<file path="config.mk">
export PLATFORM = sky130hd
export DESIGN_NAME = grid_ghost_index_generator_top
export DESIGN_NICKNAME = d
export VERILOG_FILES = /design/src/sv/ggig_pkg.sv /design/src/sv/ggig_step.sv /design/src/sv/grid_ghost_index_generator_top.sv
export SDC_FILE = /design/constraint.sdc
export NUM_CORES = 1
export LEC_CHECK = 0
export BUFFER_PORTS_ARGS = -buffer_cell sky130_fd_sc_hd__buf_4
export CAP_MARGIN = 10
export CORE_ASPECT_RATIO = 1.1
export CORE_MARGIN = 2
export CORE_UTILIZATION = 35
export CTS_BUF_LIST = sky130_fd_sc_hd__clkbuf_4 sky130_fd_sc_hd__clkbuf_8
export DETAILED_ROUTE_END_ITERATION = 16
export SYNTH_ARGS = -nofsm -noshare
export SYNTH_HDL_FRONTEND = slang
export SYNTH_HIERARCHICAL = 1
export SYNTH_SLANG_ARGS = --single-unit
</file>
<file path="constraint.sdc">
create_clock -name clk -period 13.5 [get_ports clk]
set_input_delay 0.675 -clock clk [delete_from_list [all_inputs] [get_ports clk]]
set_output_delay 0.675 -clock clk [all_outputs]
set_load 0.02 [all_outputs]
</file>
<file path="src/sv/ggig_pkg.sv">
// Shared constants and types for the grid ghost index generator.
`timescale 1ns / 1ps

package ggig_pkg;

	// Default geometry of the walk.
	localparam int MAX_DIMS_DEF   = 4;
	localparam int COORD_BITS_DEF = 12;

	// Fixed field widths.
	localparam int INDEX_W   = 48;
	localparam int SIZE_W    = 13;
	localparam int DIMS_W    = 3;
	localparam int SIZE_REGS = 4;
	localparam int CFG_W     = SIZE_W;
	localparam int ADDR_W    = 3;

	// Register indexes on the configuration port.
	typedef enum logic [ADDR_W-1:0] {
		CFG_NUM_DIMS   = 3'd0,
		CFG_DIM_SIZE_0 = 3'd1,
		CFG_DIM_SIZE_1 = 3'd2,
		CFG_DIM_SIZE_2 = 3'd3,
		CFG_DIM_SIZE_3 = 3'd4
	} cfg_addr_t;

	localparam logic [DIMS_W-1:0] NUM_DIMS_RST = 3'd3;
	localparam logic [SIZE_W-1:0] DIM_SIZE_RST = 13'd256;

	// Status of the current grid point, from the step logic to the top level.
	typedef struct packed {
		logic boundary;
		logic final_pt;
	} step_status_t;

endpackage

</file>
<file path="src/sv/ggig_step.sv">
// Boundary test and mixed-radix advance of the grid coordinate counters.
`timescale 1ns / 1ps

module ggig_step #(
	parameter int MAX_DIMS   = ggig_pkg::MAX_DIMS_DEF,
	parameter int COORD_BITS = ggig_pkg::COORD_BITS_DEF
) (
	input  logic [COORD_BITS-1:0]          cnt [MAX_DIMS],
	input  logic [ggig_pkg::DIMS_W-1:0]    num_dims,
	input  logic [ggig_pkg::SIZE_W-1:0]    dim_size [ggig_pkg::SIZE_REGS],
	output logic [COORD_BITS-1:0]          cnt_next [MAX_DIMS],
	output ggig_pkg::step_status_t         status
);
	import ggig_pkg::*;

	localparam int DIM_LIM = (MAX_DIMS < SIZE_REGS) ? MAX_DIMS : SIZE_REGS;
	localparam int CMP_W   = (COORD_BITS > SIZE_W) ? COORD_BITS : SIZE_W;
	localparam logic [CMP_W-1:0] END_LIM = CMP_W'((64'd1 << COORD_BITS) - 64'd1);

	logic [DIMS_W-1:0]   nd;
	logic [MAX_DIMS-1:0] in_use;
	logic [MAX_DIMS-1:0] at_end;
	logic [MAX_DIMS-1:0] at_zero;

	// A num_dims of zero means one dimension; large values saturate.
	always_comb begin
		priority if (num_dims == '0) begin
			nd = DIMS_W'(1);
		end else if (num_dims > DIMS_W'(DIM_LIM)) begin
			nd = DIMS_W'(DIM_LIM);
		end else begin
			nd = num_dims;
		end
	end

	for (genvar d = 0; d < MAX_DIMS; d++) begin : g_dim
		logic [SIZE_W-1:0] end_raw;
		logic [CMP_W-1:0]  end_ext;
		logic [CMP_W-1:0]  end_sat;

		// Last coordinate of the dimension: size minus one, clamped to the counter range.
		assign end_raw   = (dim_size[d % SIZE_REGS] == '0) ? '0
			: dim_size[d % SIZE_REGS] - SIZE_W'(1);
		assign end_ext   = CMP_W'(end_raw);
		assign end_sat   = (end_ext > END_LIM) ? END_LIM : end_ext;
		assign at_end[d] = CMP_W'(cnt[d]) >= end_sat;
		assign at_zero[d] = (cnt[d] == '0);
		assign in_use[d] = (d < int'(nd));
	end

	always_comb begin
		logic carry;
		logic bnd;
		logic fin;
		carry = 1'b1;
		bnd   = 1'b0;
		fin   = 1'b1;
		for (int d = 0; d < MAX_DIMS; d++) begin
			cnt_next[d] = cnt[d];
			if (in_use[d]) begin
				if (at_zero[d] || at_end[d]) begin
					bnd = 1'b1;
				end
				if (!at_end[d]) begin
					fin = 1'b0;
				end
				if (carry) begin
					if (at_end[d]) begin
						cnt_next[d] = '0;
					end else begin
						cnt_next[d] = cnt[d] + COORD_BITS'(1);
						carry = 1'b0;
					end
				end
			end
		end
		// The final point wraps the whole walk, unused counters included.
		if (fin) begin
			for (int d = 0; d < MAX_DIMS; d++) begin
				cnt_next[d] = '0;
			end
		end
		status.boundary = bnd;
		status.final_pt = fin;
	end

endmodule

</file>
<file path="src/sv/grid_ghost_index_generator_top.sv">
// Top level of the grid ghost index generator: registers, handshakes and result register.
`timescale 1ns / 1ps

// Each accepted input item advances the walk over an N-dimensional grid by one point, in
// row-major order with dimension 0 fastest, and yields one output item carrying the point's
// linear index when that point lies on the outer boundary layer, none otherwise. The final
// point of the grid is always a boundary point and carries tlast; the walk then wraps to
// point 0, and a set restart bit returns it to point 0 before the step. The coordinate
// counters and their carry chain update in the cycle the item is accepted, and one result
// register holds the output, so an item is accepted in every cycle as long as that
// register is empty or being drained. Configuration writes take effect from the next
// item on and do not restart the walk.

module grid_ghost_index_generator_top #(
	parameter int MAX_DIMS   = ggig_pkg::MAX_DIMS_DEF,
	parameter int COORD_BITS = ggig_pkg::COORD_BITS_DEF
) (
	input  logic                          clk,
	input  logic                          arst_n,
	input  logic                          s_tvalid,
	output logic                          s_tready,
	input  logic [7:0]                    s_tdata,   // [0] restart, [7:1] zero
	output logic                          m_tvalid,
	input  logic                          m_tready,
	output logic [ggig_pkg::INDEX_W-1:0]  m_tdata,   // [47:0] ghost_index
	output logic                          m_tlast,
	input  logic                          cfg_we,
	input  logic [ggig_pkg::ADDR_W-1:0]   cfg_addr,
	input  logic [ggig_pkg::CFG_W-1:0]    cfg_data
);
	import ggig_pkg::*;

	logic [DIMS_W-1:0]     num_dims_q;
	logic [SIZE_W-1:0]     dim_size_q [SIZE_REGS];
	logic [COORD_BITS-1:0] cnt_q [MAX_DIMS];
	logic [COORD_BITS-1:0] cnt_eff [MAX_DIMS];
	logic [COORD_BITS-1:0] cnt_next [MAX_DIMS];
	logic [INDEX_W-1:0]    point_idx_q;
	logic [INDEX_W-1:0]    idx_eff;
	logic                  m_valid_q;
	logic [INDEX_W-1:0]    m_data_q;
	logic                  m_last_q;
	logic                  restart;
	logic                  acc;
	step_status_t          st;

	assign restart  = s_tdata[0];
	assign s_tready = !m_valid_q || m_tready;
	assign acc      = s_tvalid && s_tready;
	assign m_tvalid = m_valid_q;
	assign m_tdata  = m_data_q;
	assign m_tlast  = m_last_q;

	// A restart presents point 0 to the step logic.
	always_comb begin
		for (int d = 0; d < MAX_DIMS; d++) begin
			cnt_eff[d] = restart ? '0 : cnt_q[d];
		end
		idx_eff = restart ? '0 : point_idx_q;
	end

	ggig_step #(
		.MAX_DIMS   (MAX_DIMS),
		.COORD_BITS (COORD_BITS)
	) u_step (
		.cnt      (cnt_eff),
		.num_dims (num_dims_q),
		.dim_size (dim_size_q),
		.cnt_next (cnt_next),
		.status   (st)
	);

	always_ff @(posedge clk or negedge arst_n) begin
		if (!arst_n) begin
			num_dims_q <= NUM_DIMS_RST;
			for (int i = 0; i < SIZE_REGS; i++) begin
				dim_size_q[i] <= DIM_SIZE_RST;
			end
		end else if (cfg_we) begin
			unique case (cfg_addr)
				CFG_NUM_DIMS:   num_dims_q    <= cfg_data[DIMS_W-1:0];
				CFG_DIM_SIZE_0: dim_size_q[0] <= cfg_data;
				CFG_DIM_SIZE_1: dim_size_q[1] <= cfg_data;
				CFG_DIM_SIZE_2: dim_size_q[2] <= cfg_data;
				CFG_DIM_SIZE_3: dim_size_q[3] <= cfg_data;
				default: ;
			endcase
		end
	end

	always_ff @(posedge clk or negedge arst_n) begin
		if (!arst_n) begin
			for (int d = 0; d < MAX_DIMS; d++) begin
				cnt_q[d] <= '0;
			end
			point_idx_q <= '0;
		end else if (acc) begin
			cnt_q       <= cnt_next;
			point_idx_q <= st.final_pt ? '0 : idx_eff + INDEX_W'(1);
		end
	end

	always_ff @(posedge clk or negedge arst_n) begin
		if (!arst_n) begin
			m_valid_q <= 1'b0;
		end else if (acc) begin
			m_valid_q <= st.boundary;
		end else if (m_tready) begin
			m_valid_q <= 1'b0;
		end
	end

	always_ff @(posedge clk) begin
		if (acc && st.boundary) begin
			m_data_q <= idx_eff;
			m_last_q <= st.final_pt;
		end
	end

	// Point 0 is always a boundary point, so a restart always yields index 0.
	a_restart_emits_zero: assert property (@(posedge clk) disable iff (!arst_n)
		acc && restart |=> m_tvalid && (m_tdata == '0))
		else $error("restart did not emit index 0");

	a_final_wraps: assert property (@(posedge clk) disable iff (!arst_n)
		acc && st.final_pt |=> (point_idx_q == '0) && (cnt_q[0] == '0))
		else $error("walk did not wrap after the final point");

	a_index_steps: assert property (@(posedge clk) disable iff (!arst_n)
		acc && !restart && !st.final_pt |=>
		(point_idx_q - $past(point_idx_q)) == INDEX_W'(1))
		else $error("point index did not advance by one");

	a_boundary_emits: assert property (@(posedge clk) disable iff (!arst_n)
		acc && st.boundary |=> m_tvalid && (m_tlast == $past(st.final_pt)))
		else $error("boundary point produced no result");

endmodule
</file>
==> flow_summary.toml, run 1 <==
[pwr]
pwr-share-clk = 0.368
vdd_ir_drop_max_v = 0.00007041
p_sw_mw = 0.5313
finalPower_mw = 1.736
pwr-share-seq = 0.435
switching_share = 0.3061
p_int_mw = 1.204
p_leak_nw = 6.471
combPwrFrac = 0.197
powerDensity_nw_per_um2 = 118.5

[timing]
fin_skew_ns = 0.02763
finalSetupViolations = 0
final.setup.worst_slack_ns = 7.805
fmax_mhz = 175.6
rsz0062_at_grt = "false"
fin_crit_sh = 0.4218
drv_slew = 0
worst_pin_slew_ns = 1.189
fin_hold_ws_ns = 0.2451
period_minus_slack_ns = 5.695
max-slew-margin-rel = 0.2042
setup_tns_ns = 0
hold_viol_final = 0

[clock_tree]
root_buffer = "clkbuf_8"
cts_max_level = 2
hold_buffers = 0
post_cts_resized = 0
clock_latency_ns = 0.54
cts_made_buffers = 38
post_cts_buffers = 0
cts_buffer_depth = 3
cts_tree = "done"
clk_pin_slew_ns = 0.06
clock_sinks = 201

[global_route]
grt_usage = 0.1661
grt_pass1_wl_um = 52550
antenna_found_initial = 0
grt_pass1_vias = 10068
grt_max_degree = 89
grt-ovfl-total = 0

[run_status]
outcome = "finished, final reports clean"

[cells_and_area]
drive_gt1_frac = 0.1558
final_cell_mix = "nand2_1, dfrtp_1, nor2b_1, o21ai_0, buf_4"
layout_commonest_cell = "nand2_1"
layoutNonFillerInstCount = 1995
synthToLayoutAreaGrowth_pct = 13.89
antenna_cells = 0
seq_area_um2 = 5283
multi_input_area_um2 = 7133
fillers = 3664
fin_nets = 1571

[drt]
wl_um = 32030
vias = 10650
wl_per_cell_um = 16.06
drtAntennaViolNets = 0
vias_per_cell = 5.338
drt_iter0_markers = 820
drc = 0
drt_first_pass_iters = 5

[logic_synthesis]
syn_avg_cell_area_um2 = 9.033
synthTopCellsByArea = "dfrtp_1, edfxtp_1, nand2_1, ha_1, mux2_2"
synthCells = 1424
synth_area_um2 = 12860
ys_ff_latch = 201
synthArstFlopShare = 0.7562
yosys_warnings = 6
yosysSeqAreaShare = 0.4107
synth_edf_count = 49
yosys.area.top_type = "dfrtp_1"
synth_top_area_share = 0.2840
synth_cell_type_count = 86
dominantRegCellSynth = "dfrtp_1"
synth.net_count = 1515

[min_path]
hold_class = "input pin to async pin"

[setup_path]
cp_slowest_cell = "o21ai_1"
critPathMaxStageDelay_ns = 0.78
crit_chain = "or3_1 -> or2_1 -> nor4_1 -> and2b_1 -> nand3_1 -> xnor2_2 -> o21ai_0 -> ha_1 -> a21oi_1 -> nor2b_1 -> o21ai_0 -> a32oi_2 -> o21ai_1 -> a211oi_4 -> buf_4 -> nor2_2 -> buf_4 -> nand2_1 -> o41ai_1 -> nand2b_1"
start_kind = "register"
crit_required_ns = 13.98
crit_type = "register to register"
crit_arrival_ns = 6.17
critPathMaxFanout = 30
cp-end-kind = "register"

[floorplan]
initial_utilization = 0.3556
die_h_um = 205.1
core_area_um2 = 36170
row_count = 73
pin_count = 80
die_w_um = 186.8
dieArea_um2 = 38300

[placement]
place_ws_ns = 7.842
dp_cells = 1927
gp_congestion = 0.8227
io_buffers = 72
hpwl_um = 21680

[run]
max-cap-violations = 0
[worst max-delay path: cells and delay by family, from the launching register on]
kind	cells	cell delay [ns]
xor gates and xnor gates	1	0.32
buffers and inverters	2	0.59
adders and majority gates	1	0.32
DFF	1	0.40
and+or+nand+nor	9	1.86
AOI/OAI and AO/OA	7	2.16
[Yosys cell counts, types with 25 or more instances]
library cell / n
nand4_1: 31
clkbuf_1: 47
nor2_1: 76
edfxtp_1: 49
dfrtp_1: 146
ha_1: 62
mux2_2: 55
nand2_1: 237
nor3_1: 34
nand3_1: 46
and3_1: 25
nor2b_1: 92
o21ai_0: 83
xor2_1: 26
a21oi_1: 63
inv_1: 50
[power by group through the flow]
stage | combinational, mW | clock [mW] | sequential (mW)
6_report | 0.342 | 0.638 | 0.756
5_1_grt | 0.383 | 0.686 | 0.766
2_1_floorplan | 0.220 | 0 | 0.770
3_5_place_dp | 0.342 | 0 | 0.767
3_3_place_gp | 0.333 | 0 | 0.763
4_1_cts | 0.345 | 0.659 | 0.756
[cell type report]
class | instances | area share
well taps | 487 | 0.04160
clock buffers | 52 | 0.04459
multi-input cells | 1106 | 0.4869
repair buffers | 83 | 0.04279
clock inverters | 16 | 0.01068
inverters | 50 | 0.01281
flip-flops and latches | 201 | 0.3606
[path summary, 6_finish.rpt]
path / from / end / slack (ns) / cells past startpoint
worst max-delay path: dim_size_q[19] / point_idx_q[27] / 7.81 / 20
worst min register to register: cnt_q[42] / cnt_q[42] / 0.46 / 2
worst min-delay path: arst_n / dim_size_q[44] / 0.25 / 1
min in group clk: cfg_data[12] / dim_size_q[12] / 0.44 / 2
max in group asynchronous: arst_n / dim_size_q[27] / 11.82 / 2
worst max register to register: dim_size_q[19] / point_idx_q[27] / 7.81 / 20
[cells by family after synthesis]
group	synth area share
AND/OR/NAND/NOR	0.2758
AO/OA/AOI/OAI	0.1334
flip-flops	0.4107
buffers and inverters	0.03619
multiplexers	0.05438
adder cells (fa/ha/maj)	0.06109
XOR/XNOR	0.02850
[registers in the layout (all words and copies together), names as in the netlist]
register	cells
dim_size_q	52
cnt_q	48
m_tdata	48
point_idx_q	48
num_dims_q	3
m_tlast	1
m_tvalid	1
[through the flow]
step	util	cell area [um2]
floorplan	-	12860
global placement	0.3826	13840
detailed placement	0.3826	13840
CTS	0.4050	14650
global route	0.4050	14650
finish	0.4050	14650
[layer usage]
metal	part of all wire	wire, um	up-vias	GRT usage
met5	0	0	-	0
met4	0.025	797	0	0.05130
met3	0.045	1436	53	0.02604
met2	0.46	14790	245	0.2766
met1	0.47	15010	5112	0.2223
li1	-	-	5240	-
No activity file was read; power rests on OpenSTA's default activity.
==> run 2, diff against run 1 <==
==> constraint.sdc (replaced) <==
create_clock -name clk -period 5.4 [get_ports clk]
set_input_delay 0.27 -clock clk [delete_from_list [all_inputs] [get_ports clk]]
set_output_delay 0.27 -clock clk [all_outputs]
set_load 0.02 [all_outputs]
==> flow_summary.toml, run 2 (synthesized netlist as in run 1, its figures left out) <==
[timing]
period_minus_slack_ns = 5.009
fin_crit_sh = 0.9277
rsz0062_at_grt = "false"
fmax_mhz = 199.6
setup_tns_ns = 0
hold_viol_final = 0
fin_hold_ws_ns = 0.04304
fin_skew_ns = 0.02548
finalSetupViolations = 0
drv_slew = 0
max-slew-margin-rel = 0.3339
worst_pin_slew_ns = 0.9992

[drt]
highest_layer = "met4"
drtAntennaViolNets = 0
wl_per_cell_um = 16.23
drc = 0
drt_first_pass_iters = 5
wl_um = 32500
vias = 10706
vias_per_cell = 5.345
drt_iter0_markers = 867
wl_met1_um = 15360
wl_met2_um = 15160
wl_met3_um = 1317

[global_route]
grt-ovfl-total = 0
grt_usage = 0.1737
grt_pass1_wl_um = 55170
grt_max_degree = 107
antenna_found_initial = 0
grt_pass1_vias = 10469

[clock_tree]
cts_max_level = 2
post_cts_buffers = 0
clock_sinks = 201
cts_tree = "done"
clock_latency_ns = 0.53
clk_pin_slew_ns = 0.06
root_buffer = "clkbuf_8"
cts_buffer_depth = 3
cts_made_buffers = 37

[setup_path]
critPathMaxFanout = 30
start_kind = "register"
crit_type = "register to register"
crit_arrival_ns = 5.41
worstSetupStartpoint = "dim_size_q[0]"
crit_chain = "inv_1 -> ha_1 -> nand2_1 -> or4_1 -> or3_4 -> or2_0 -> o21a_1 -> ha_1 -> nand2b_1 -> a21o_1 -> a211oi_1 -> o31ai_1 -> a21oi_1 -> a211oi_4 -> buf_4 -> nand3b_1 -> buf_6 -> nor2_1 -> a221o_1"
cp-end-kind = "register"
crit_required_ns = 5.80
cp_slowest_cell = "or4_1"
cp-endpoint = "point_idx_q[25]"
critPathMaxStageDelay_ns = 0.53
path_common_cell = "ha_1"
r2r-end = "point_idx_q[25]"
r2r_setup_slack_ns = 0.39
r2r-start = "dim_size_q[0]"
reg2reg_depth = 19

[pwr]
p_leak_nw = 6.511
vdd_ir_drop_max_v = 0.0001763
powerDensity_nw_per_um2 = 290.2

[cells_and_area]
synthToLayoutAreaGrowth_pct = 14.45
fillers = 3626
multi_input_area_um2 = 7158
antenna_cells = 0
largest_reg_flops = 52
fin_nets = 1579
regMostFlops = "dim_size_q"
drive_gt1_frac = 0.1616
final_cell_mix = "nand2_1, dfrtp_1, nor2b_1, buf_4, o21ai_0"
seq_area_um2 = 5283
layout_commonest_cell = "nand2_1"

[min_path]
hold_class = "input pin to register"
holdCritStartpoint = "cfg_data[8]"

[placement]
gp_congestion = 0.8678
io_buffers = 72
hpwl_um = 22350

[floorplan]
core_area_um2 = 36170
initial_utilization = 0.3556
die_h_um = 205.1
die_w_um = 186.8
row_count = 73
pin_count = 80
dieArea_um2 = 38300

[run_status]
outcome = "finished, final reports clean"

[run]
max-cap-violations = 0
## run 2: per-layer routing
metal / up-vias / track usage
li1: 5255 / -
met5: - / 0
met4: 0 / 0.04875
met3: 55 / 0.02553
met1: 5172 / 0.2354
met2: 224 / 0.2893
## run 2: where the power goes
group / internal, mW / switching [mW] / leakage [nW]
Clock: 0.870 / 0.640 / 0.412
Combinational: 0.360 / 0.515 / 3.62
Sequential: 1.73 / 0.155 / 2.47
Total: 2.96 / 1.31 / 6.51
## run 2: through the flow
step           worst slack [ns]  total power, mW    util  cell area (um2)  cells
2_1_floorplan            0.7106            2.476       -            12860   1424
3_3_place_gp             0.1998            2.756  0.3846            13910   1935
3_5_place_dp            0.09766            2.787  0.3846            13910   1935
6_report                 0.3907            4.272  0.4070            14720   2003
4_1_cts                 0.07366            4.329  0.4062            14690   2003
5_1_grt                 0.06438            4.534  0.4070            14720   2003
## run 2: worst max-delay path, delay by kind of cell (launching register included)
kind | cells | cell delay [ns]
and+or+nand+nor | 7 | 1.72
adders and majority gates | 2 | 0.44
buffers and inverters | 3 | 0.70
AOI/OAI and AO/OA | 7 | 1.63
DFF | 1 | 0.38
## run 2: worst min path at each step
stage          cells after the start             end  slack (ns)
2_1_floorplan                      0        cnt_q[0]       -0.03
3_3_place_gp                       2       cnt_q[37]        0.45
3_5_place_dp                       2       cnt_q[34]        0.45
4_1_cts                            2  dim_size_q[47]        0.02
5_1_grt                            2  dim_size_q[20]        0.01
6_report                           2  dim_size_q[47]        0.04
## run 2: area by class of cell
| type | instances | share of cell area |
|---|---|---|
| Inverter | 50 | 0.01275 |
| Clock buffer | 57 | 0.04734 |
| Timing Repair Buffer | 92 | 0.04845 |
| Sequential cell | 201 | 0.3589 |
| Multi-Input combinational cell | 1106 | 0.4863 |
| Tap cell | 487 | 0.04139 |
| Clock inverter | 10 | 0.004930 |
## run 2: what timing repair did
action,in CTS,in global routing
gates resized for setup,0,5
setup endpoints to repair,0,26
endpoints found under the hold margin,99,0
hold buffers,1,0
